<file path="config.mk">
export PLATFORM = sky130hd
export DESIGN_NAME = address_port_blocklist_filter
export DESIGN_NICKNAME = d
export VERILOG_FILES = /design/src/design/apbf_pkg.sv /design/src/design/apbf_ram.sv /design/src/design/apbf_ctrl.sv /design/src/design/apbf_dp.sv /design/src/design/address_port_blocklist_filter.sv
export SDC_FILE = /design/constraint.sdc
export NUM_CORES = 2
export LEC_CHECK = 0
export ABC_AREA = 0
export BUFFER_PORTS_ARGS = -buffer_cell sky130_fd_sc_hd__clkbuf_2
export CORE_MARGIN = 1
export CORE_UTILIZATION = 55
export DETAILED_ROUTE_END_ITERATION = 10
export GPL_TIMING_DRIVEN = 0
export PLACE_DENSITY = 0.71
export REMOVE_ABC_BUFFERS = 1
export SYNTH_ARGS = -nofsm -noshare
export SYNTH_HDL_FRONTEND = slang
export SYNTH_SLANG_ARGS = --single-unit
</file>
<file path="constraint.sdc">
create_clock -name i_clk -period 12.5 [get_ports i_clk]
set_input_delay 0.625 -clock i_clk [delete_from_list [all_inputs] [get_ports i_clk]]
set_output_delay 0.625 -clock i_clk [all_outputs]
set_load 0.05 [all_outputs]
</file>
<file path="src/design/apbf_pkg.sv">
// shared types and constants for the address/port blocklist filter
// no dependencies
`default_nettype none

package apbf_pkg;

    typedef enum logic [2:0] {
        ACT_CHECK     = 3'd0,
        ACT_ADD_ADDR  = 3'd1,
        ACT_ADD_SPORT = 3'd2,
        ACT_ADD_DPORT = 3'd3,
        ACT_DEL_ADDR  = 3'd4,
        ACT_DEL_SPORT = 3'd5,
        ACT_DEL_DPORT = 3'd6
    } t_action;

    typedef enum logic [1:0] {
        TS_NONE  = 2'd0,
        TS_ADDR  = 2'd1,
        TS_SPORT = 2'd2,
        TS_DPORT = 2'd3
    } t_tsel;

    localparam logic [1:0] CAUSE_NONE = 2'd0;
    localparam logic [1:0] CAUSE_ADDR = 2'd1;
    localparam logic [1:0] CAUSE_PORT = 2'd2;

    localparam logic [7:0] PROTO_UDP        = 8'd17;
    localparam logic [7:0] PROTO_TCP        = 8'd6;
    localparam logic [3:0] MIN_HEADER_WORDS = 4'd5;
    localparam logic [3:0] IPV4_VERSION     = 4'd4;

    typedef struct packed {
        logic clear;
        logic load;
        logic scan;
        logic commit;
    } t_dp_cmd;

    typedef struct packed {
        logic idx_last;
        logic out_free;
    } t_dp_sts;

endpackage

`default_nettype wire

</file>
<file path="src/design/apbf_ram.sv">
// generic single write port, single registered read port memory
// no dependencies
`default_nettype none

module apbf_ram #(
    parameter int WIDTH = 32,
    parameter int DEPTH = 64,
    parameter int AW    = (DEPTH > 1) ? $clog2(DEPTH) : 1
) (
    input  wire logic             i_clk,
    input  wire logic             i_we,
    input  wire logic [AW-1:0]    i_waddr,
    input  wire logic [WIDTH-1:0] i_wdata,
    input  wire logic [AW-1:0]    i_raddr,
    output logic      [WIDTH-1:0] o_rdata
);

    logic [WIDTH-1:0] r_mem [DEPTH];
    logic [WIDTH-1:0] r_rdata;

    always_ff @(posedge i_clk) begin
        if (i_we) begin
            r_mem[i_waddr] <= i_wdata;
        end
        r_rdata <= r_mem[i_raddr];
    end

    assign o_rdata = r_rdata;

endmodule

`default_nettype wire

</file>
<file path="src/design/apbf_ctrl.sv">
// controller state machine: clearing pass, accept, table scan, compare drain, commit
// depends on apbf_pkg
`default_nettype none

module apbf_ctrl (
    input  wire logic             i_clk,
    input  wire logic             i_rst_n,
    input  wire logic             i_in_valid,
    output logic                  o_in_ready,
    input  wire apbf_pkg::t_dp_sts i_sts,
    output apbf_pkg::t_dp_cmd     o_cmd
);

    import apbf_pkg::*;

    typedef enum logic [2:0] {
        S_CLEAR,
        S_IDLE,
        S_SCAN,
        S_DRAIN,
        S_COMMIT
    } t_state;

    t_state r_state;
    t_state n_state;

    always_comb begin
        n_state      = r_state;
        o_cmd        = '0;
        o_in_ready   = 1'b0;
        unique case (r_state)
            S_CLEAR: begin
                o_cmd.clear = 1'b1;
                if (i_sts.idx_last) begin
                    n_state = S_IDLE;
                end
            end
            S_IDLE: begin
                o_in_ready = 1'b1;
                if (i_in_valid) begin
                    o_cmd.load = 1'b1;
                    n_state    = S_SCAN;
                end
            end
            S_SCAN: begin
                o_cmd.scan = 1'b1;
                if (i_sts.idx_last) begin
                    n_state = S_DRAIN;
                end
            end
            S_DRAIN: begin
                n_state = S_COMMIT;
            end
            S_COMMIT: begin
                if (i_sts.out_free) begin
                    o_cmd.commit = 1'b1;
                    n_state      = S_IDLE;
                end
            end
            default: begin
                n_state = S_IDLE;
            end
        endcase
    end

    always_ff @(posedge i_clk) begin
        if (!i_rst_n) begin
            r_state <= S_CLEAR;
        end else begin
            r_state <= n_state;
        end
    end

endmodule

`default_nettype wire

</file>
<file path="src/design/apbf_dp.sv">
// datapath: item registers, three blocklist memories, scan compare, result register
// depends on apbf_pkg and apbf_ram
`default_nettype none

module apbf_dp #(
    parameter int TABLE_DEPTH = 64
) (
    input  wire logic              i_clk,
    input  wire logic              i_rst_n,
    input  wire apbf_pkg::t_dp_cmd i_cmd,
    output apbf_pkg::t_dp_sts      o_sts,
    input  wire logic [2:0]        i_action,
    input  wire logic              i_direction,
    input  wire logic              i_has_link_header,
    input  wire logic [3:0]        i_ip_version,
    input  wire logic [3:0]        i_header_words,
    input  wire logic [7:0]        i_protocol,
    input  wire logic [31:0]       i_source_address,
    input  wire logic [15:0]       i_source_port,
    input  wire logic [15:0]       i_dest_port,
    input  wire logic [31:0]       i_value,
    input  wire logic              i_out_ready,
    output logic                   o_out_valid,
    output logic                   o_verdict,
    output logic [1:0]             o_drop_cause,
    output logic                   o_status
);

    import apbf_pkg::*;

    localparam int IW = (TABLE_DEPTH > 1) ? $clog2(TABLE_DEPTH) : 1;
    localparam logic [IW-1:0] LAST_IDX = IW'(TABLE_DEPTH - 1);

    t_action       r_action;
    t_tsel         r_tsel;
    logic          r_dir;
    logic          r_pkt_go;
    logic          r_is_l4;
    logic [31:0]   r_saddr;
    logic [15:0]   r_sport;
    logic [15:0]   r_dport;
    logic [31:0]   r_value;

    logic [IW-1:0] r_idx;
    logic          r_cmp_vld;
    logic [IW-1:0] r_cmp_idx;

    logic          r_addr_hit;
    logic          r_sp_hit;
    logic          r_dp_hit;
    logic          r_found;
    logic [IW-1:0] r_found_idx;
    logic          r_have_empty;
    logic [IW-1:0] r_empty_idx;

    logic          r_out_valid;
    logic          r_verdict;
    logic [1:0]    r_drop_cause;
    logic          r_status;

    logic [31:0]   addr_q;
    logic [15:0]   sp_q;
    logic [15:0]   dp_q;
    logic [31:0]   t_q;

    logic          n_verdict;
    logic [1:0]    n_drop_cause;
    logic          n_status;
    logic          is_add;
    logic          is_del;
    logic          bad_val;
    logic          wr_ok;
    logic [IW-1:0] wr_idx;
    logic [31:0]   wr_data;

    logic          we_addr;
    logic          we_sp;
    logic          we_dp;
    logic [IW-1:0] waddr;
    logic [31:0]   wdata;

    t_action       in_action;
    t_tsel         in_tsel;

    assign in_action = t_action'(i_action);

    always_comb begin
        unique case (in_action)
            ACT_ADD_ADDR, ACT_DEL_ADDR:   in_tsel = TS_ADDR;
            ACT_ADD_SPORT, ACT_DEL_SPORT: in_tsel = TS_SPORT;
            ACT_ADD_DPORT, ACT_DEL_DPORT: in_tsel = TS_DPORT;
            default:                      in_tsel = TS_NONE;
        endcase
    end

    always_comb begin
        unique case (r_tsel)
            TS_ADDR:  t_q = addr_q;
            TS_SPORT: t_q = {16'd0, sp_q};
            TS_DPORT: t_q = {16'd0, dp_q};
            default:  t_q = '0;
        endcase
    end

    always_comb begin
        is_add  = (r_action == ACT_ADD_ADDR) || (r_action == ACT_ADD_SPORT) ||
                  (r_action == ACT_ADD_DPORT);
        is_del  = (r_action == ACT_DEL_ADDR) || (r_action == ACT_DEL_SPORT) ||
                  (r_action == ACT_DEL_DPORT);
        bad_val = (r_value == '0) || ((r_tsel != TS_ADDR) && (r_value[31:16] != '0));
        wr_ok   = (is_add && !bad_val && !r_found && r_have_empty) ||
                  (is_del && !bad_val && r_found);
        wr_idx  = is_add ? r_empty_idx : r_found_idx;
        wr_data = is_add ? r_value : '0;

        n_verdict    = 1'b0;
        n_drop_cause = CAUSE_NONE;
        n_status     = 1'b0;
        unique case (r_action)
            ACT_CHECK: begin
                if (r_pkt_go) begin
                    if (r_addr_hit) begin
                        n_verdict    = 1'b1;
                        n_drop_cause = CAUSE_ADDR;
                    end else if (r_is_l4 && (r_dir ? r_dp_hit : r_sp_hit)) begin
                        n_verdict    = 1'b1;
                        n_drop_cause = CAUSE_PORT;
                    end
                end
            end
            default: begin
                n_status = !wr_ok;
            end
        endcase
    end

    // clearing pass or committed table edit
    always_comb begin
        we_addr = i_cmd.clear || (i_cmd.commit && wr_ok && (r_tsel == TS_ADDR));
        we_sp   = i_cmd.clear || (i_cmd.commit && wr_ok && (r_tsel == TS_SPORT));
        we_dp   = i_cmd.clear || (i_cmd.commit && wr_ok && (r_tsel == TS_DPORT));
        waddr   = i_cmd.clear ? r_idx : wr_idx;
        wdata   = i_cmd.clear ? '0 : wr_data;
    end

    apbf_ram #(.WIDTH(32), .DEPTH(TABLE_DEPTH), .AW(IW)) u_ram_addr (
        .i_clk   (i_clk),
        .i_we    (we_addr),
        .i_waddr (waddr),
        .i_wdata (wdata),
        .i_raddr (r_idx),
        .o_rdata (addr_q)
    );

    apbf_ram #(.WIDTH(16), .DEPTH(TABLE_DEPTH), .AW(IW)) u_ram_sport (
        .i_clk   (i_clk),
        .i_we    (we_sp),
        .i_waddr (waddr),
        .i_wdata (wdata[15:0]),
        .i_raddr (r_idx),
        .o_rdata (sp_q)
    );

    apbf_ram #(.WIDTH(16), .DEPTH(TABLE_DEPTH), .AW(IW)) u_ram_dport (
        .i_clk   (i_clk),
        .i_we    (we_dp),
        .i_waddr (waddr),
        .i_wdata (wdata[15:0]),
        .i_raddr (r_idx),
        .o_rdata (dp_q)
    );

    always_ff @(posedge i_clk) begin
        if (!i_rst_n) begin
            r_idx       <= '0;
            r_cmp_vld   <= 1'b0;
            r_out_valid <= 1'b0;
        end else begin
            r_cmp_vld <= i_cmd.scan;
            if (i_cmd.load) begin
                r_idx <= '0;
            end else if (i_cmd.clear || i_cmd.scan) begin
                r_idx <= (r_idx == LAST_IDX) ? '0 : r_idx + 1'b1;
            end
            if (i_cmd.commit) begin
                r_out_valid <= 1'b1;
            end else if (i_out_ready) begin
                r_out_valid <= 1'b0;
            end
        end
    end

    always_ff @(posedge i_clk) begin
        r_cmp_idx <= r_idx;
        if (i_cmd.load) begin
            r_action     <= in_action;
            r_tsel       <= in_tsel;
            r_dir        <= i_direction;
            r_pkt_go     <= i_has_link_header && (i_ip_version == IPV4_VERSION) &&
                            (i_header_words >= MIN_HEADER_WORDS);
            r_is_l4      <= (i_protocol == PROTO_UDP) || (i_protocol == PROTO_TCP);
            r_saddr      <= i_source_address;
            r_sport      <= i_source_port;
            r_dport      <= i_dest_port;
            r_value      <= i_value;
            r_addr_hit   <= 1'b0;
            r_sp_hit     <= 1'b0;
            r_dp_hit     <= 1'b0;
            r_found      <= 1'b0;
            r_found_idx  <= '0;
            r_have_empty <= 1'b0;
            r_empty_idx  <= '0;
        end else if (r_cmp_vld) begin
            if ((r_saddr != '0) && (addr_q == r_saddr)) begin
                r_addr_hit <= 1'b1;
            end
            if ((r_sport != '0) && (sp_q == r_sport)) begin
                r_sp_hit <= 1'b1;
            end
            if ((r_dport != '0) && (dp_q == r_dport)) begin
                r_dp_hit <= 1'b1;
            end
            if (!r_found && (r_value != '0) && (t_q == r_value)) begin
                r_found     <= 1'b1;
                r_found_idx <= r_cmp_idx;
            end
            if (!r_have_empty && (t_q == '0)) begin
                r_have_empty <= 1'b1;
                r_empty_idx  <= r_cmp_idx;
            end
        end
        if (i_cmd.commit) begin
            r_verdict    <= n_verdict;
            r_drop_cause <= n_drop_cause;
            r_status     <= n_status;
        end
    end

    assign o_sts.idx_last = (r_idx == LAST_IDX);
    assign o_sts.out_free = !r_out_valid || i_out_ready;
    assign o_out_valid    = r_out_valid;
    assign o_verdict      = r_verdict;
    assign o_drop_cause   = r_drop_cause;
    assign o_status       = r_status;

endmodule

`default_nettype wire

</file>
<file path="src/design/address_port_blocklist_filter.sv">
// top level of the address/port blocklist filter
// depends on apbf_pkg, apbf_ctrl, apbf_dp (which holds apbf_ram)
//
//   channel | handshake                  | payload
//   --------+----------------------------+------------------------------------------
//   in      | i_in_valid / o_in_ready    | action, direction, header fields, value
//   out     | o_out_valid / i_out_ready  | verdict, drop_cause, status
//
// each transaction steps through accept, one memory read per slot
// (all three tables read in parallel on one port each), one compare drain, one commit
// after reset a clearing pass zeroes every table slot, o_in_ready low
// a result waits in the output register; the next transaction is accepted meanwhile
// and only its commit waits for the output register to free up
`default_nettype none

module address_port_blocklist_filter #(
    parameter int TABLE_DEPTH = 64
) (
    input  wire logic        i_clk,
    input  wire logic        i_rst_n,
    input  wire logic        i_in_valid,
    output logic             o_in_ready,
    input  wire logic [2:0]  i_action,
    input  wire logic        i_direction,
    input  wire logic        i_has_link_header,
    input  wire logic [3:0]  i_ip_version,
    input  wire logic [3:0]  i_header_words,
    input  wire logic [7:0]  i_protocol,
    input  wire logic [31:0] i_source_address,
    input  wire logic [15:0] i_source_port,
    input  wire logic [15:0] i_dest_port,
    input  wire logic [31:0] i_value,
    output logic             o_out_valid,
    input  wire logic        i_out_ready,
    output logic             o_verdict,
    output logic [1:0]       o_drop_cause,
    output logic             o_status
);

    import apbf_pkg::*;

    t_dp_cmd cmd;
    t_dp_sts sts;

    apbf_ctrl u_ctrl (
        .i_clk      (i_clk),
        .i_rst_n    (i_rst_n),
        .i_in_valid (i_in_valid),
        .o_in_ready (o_in_ready),
        .i_sts      (sts),
        .o_cmd      (cmd)
    );

    apbf_dp #(.TABLE_DEPTH(TABLE_DEPTH)) u_dp (
        .i_clk             (i_clk),
        .i_rst_n           (i_rst_n),
        .i_cmd             (cmd),
        .o_sts             (sts),
        .i_action          (i_action),
        .i_direction       (i_direction),
        .i_has_link_header (i_has_link_header),
        .i_ip_version      (i_ip_version),
        .i_header_words    (i_header_words),
        .i_protocol        (i_protocol),
        .i_source_address  (i_source_address),
        .i_source_port     (i_source_port),
        .i_dest_port       (i_dest_port),
        .i_value           (i_value),
        .i_out_ready       (i_out_ready),
        .o_out_valid       (o_out_valid),
        .o_verdict         (o_verdict),
        .o_drop_cause      (o_drop_cause),
        .o_status          (o_status)
    );

endmodule

`default_nettype wire

</file>
==> summary.md <==
| Metric | Value |
|---|---|
| PwrDens | 157 nW/um2 |
| Worst Path Arrival | approximately 6 ns |
| Area growth syn-to-layout | 15.4% |
| Share of cells above drive strength 1 | between 30 and 40% |
| Crit end category | flip-flop |
| Main flop type after synthesis | edfxtp_1 |
| Clock Latency Late Sink | around 0.92 ns |
| DIE WIDTH | roughly 550 um |
| Total CTS buffers | 415 |
| Worst Path Max Fanout | 10 |
| CTS max path bufs | 4 |
| Hpwl dp | 253 mm |
| Syn avg cell area | roughly 24 um2 |
| Remaining DRCs | 0 |
| Worst slew margin relative to its limit | -5.37% |
| Leakage | 0.0633 uW |
| Top area cells in the synthesized netlist | edfxtp_1 (77%), mux4_2 (17%), dfxtp_1 (1.2%), nor2_1 (0.52%), mux2i_1 (0.50%) |
| Setup violators final | 0 |
| Clock skew | 0.0458 ns |
| Post-Syn Area | 165000 um2 |
| Top post-synthesis cells by count | edfxtp_1 (4204), mux4_2 (1279), nor2_1 (228), clkbuf_1 (155), buf_2 (144) |
| Post-route ant nets | 0 |
| Yosys warning total | 0 |
| H-tree depth | 5 |
| Die area | roughly 300000 um2 |
| Vias in the first global route | slightly below 80k |
| I/O pin cnt | between 100 and 150 |
| Seq/Total Area, Yosys | 77.8% |
| Async S/R FF share, synth | 0% |
| Placement Rows | 200 |
| Die Height | 549 um |
| Top-area cell type share of the netlist area | 76.6% |
| Worst Hold Margin | just under 0.05 ns |
| Final WL | approximately 400 mm |
| Core area | ~300000 um2 |
| CTS Sinks | between 4k and 5k |
| Post-route minimum period | 5.31 ns |
| Clock Pin Slew Worst Setup and Hold Paths | about 0.060 ns |
| Failing checks | max-slew violations |
| WP data required | 13.10 ns |
| Cells after Synth | 6926 |
| Initial Util | a little under three fifths |
| Final slew viol count | 8 |
| Final Hold Viols | 0 |
| #FFs+latches synth | approximately 4.3k |
| Nets@finish | around 7.6k |
| Status | finished, violations left |
| Number of port buffers | 126 |
| Setup Fix Bufs, Post-CTS | 0 |
| Largest net degree at the start of global routing | 98 |
| Setup TNS | 0 ns |
| Drt via density | between 6 and 7 |
| Fmax | roughly 190 MHz |
| Global-route wire length before repair | 580 mm |
| CTS tree | yes |
| RSZ-0062 raised after global routing | false |
| All-Layer GR Usage | between 20% and 30% |
| Setup crit start kind | flip-flop |
| Hold Path Class | in2reg |
| Post-synth EDFFs | 4204 |
| Gr ovfl total | 0 |
| DR pass1 iterations | 7 |
| Worst-Margin Slew | around 1.6 ns |
| Vias | a little under 80k |
| Period Utilization, post-route | roughly 43% |
| Layout fillers | 18.7k |
| Maximum vdd drop | 0.000142 V |
| Initial antenna violation count | 10 |
| Avg WL per Cell | approximately 35 um |
| Leading area contributor after synthesis | edfxtp_1 |
| Critical path class | reg2reg |
| Most common cell in the netlist | edfxtp_1 |
| Total Power Consumption | between 20000 and 30000 uW |
| Gpl congestion | 0.958 |
| CTS Hold Bufs | 85 |
| Max-Cap Viols | 0 |
| PostCTS Resize Cnt | 0 |
| CTS root buffer | clkbuf_16 |
| DR iter-0 viols | 10.6k |
| Distinct cells, synth | between 70 and 80 |
-- through the flow --
step / cells / util [%] / setup WS [ns] / cell area, um2
3_3_place_gp: 10600 / 56.7 / -67.83 / 169000
6_report: 11800 / 63.9 / 7.19 / 190000
5_1_grt: 11800 / 63.9 / 7.07 / 190000
4_1_cts: 11800 / 63.9 / 7.39 / 190000
2_1_floorplan: 6561 / - / -33.37 / 163000
3_5_place_dp: 10900 / 59.2 / 7.42 / 176000
-- area by class of cell --
class                      instances  area [um2]  area share, %
sequential                      4302      128000           67.4
tap                             3939        4930           2.59
inverter                          10        37.5         0.0197
multi-input combinational       2249       35800           18.8
timing repair buffer             524        7930           4.17
clock buffer                     530       11200           5.90
clock inverter                   225        2030           1.07
antenna                            3        7.51        0.00395
-- per-layer routing --
metal  share of wire (%)  wire [um]  GRT usage [%]  vias up
met5               0.031        128              0        -
met4                 4.8      19800           11.7        4
met3                 9.5      39100           5.43      741
met2                  48     199000           43.5     4556
met1                  37     153000           37.6    41700
li1                    -          -              -    30900
-- placed cells by master, fill, tap and decap left out, types with 70 or more instances in the layout --
cell type / instances
clkbuf_2: 126
edfxtp_1: 4204
clkbuf_16: 428
buf_16: 119
a211oi_1: 70
clkinv_2: 72
clkinv_1: 81
mux4_2: 1279
nor2_2: 129
buf_8: 105
dlygate4sd3_1: 85
clkbuf_1: 89
mux2i_1: 83
dfxtp_1: 92
a21oi_1: 85
-- report_power, final --
part           internal (uW)  total (uW)  switching, uW
clock                   7040       12300           5250
combinational            776        1650            877
sequential             15700       15800            120
total                  23500       29800           6250
-- path summary, 6_finish.rpt --
path | startpoint | endpoint | slack [ns] | depth (start not counted)
max | u_dp.r_action[0]$_DFFE_PP_ | u_dp.u_ram_dport.r_mem[58][0]$_DFFE_PP_ | 7.19 | 7
min | i_header_words[3] | u_dp.r_pkt_go$_DFFE_PP_ | 0.05 | 3
max reg2reg | u_dp.r_action[0]$_DFFE_PP_ | u_dp.u_ram_dport.r_mem[58][0]$_DFFE_PP_ | 7.19 | 7
min reg2reg | u_dp.r_dp_hit$_SDFFE_PP0P_ | u_dp.r_dp_hit$_SDFFE_PP0P_ | 0.47 | 2
-- cell families after synthesis --
logic type | count (synthesis) | share of synthesized area (%)
AOI/OAI and AO/OA | 256 | 1.02
xor gates and xnor gates | 82 | 0.436
adders and majority gates | 1 | 0.00759
buffers and inverters | 375 | 1.05
DFF | 4302 | 77.8
muxes | 1373 | 18.1
and+or+nand+nor | 537 | 1.64
-- worst max-delay path, cell delays in order, from the launching register on --
cell and delay [ns]:
edfxtp_1 0.42, o21bai_1 0.93, mux2i_1 0.24, o21ai_0 0.61
nand3_1 0.96, nand2b_1 0.73, nor2_2 0.85, buf_8 0.25
-- sequential cells by signal, indices dropped and copies added, names as in the netlist, 3 cells and up --
| signal | flops |
|---|---|
| u_dp.u_ram_addr.r_mem | 2048 |
| u_dp.u_ram_dport.o_rdata | 16 |
| u_dp.r_empty_idx | 6 |
| u_dp.u_ram_sport.r_mem | 1024 |
| u_dp.u_ram_sport.o_rdata | 16 |
| u_dp.u_ram_dport.r_mem | 1024 |
| u_dp.r_saddr | 32 |
| u_dp.r_action | 3 |
| u_dp.r_sport | 16 |
| u_dp.r_idx | 6 |
| u_dp.r_cmp_idx | 6 |
| u_ctrl.r_state | 3 |
| u_dp.r_value | 32 |
| u_dp.r_dport | 16 |
| u_dp.r_found_idx | 6 |
| u_dp.u_ram_addr.o_rdata | 32 |
No activity file was read; power rests on OpenSTA's default activity.
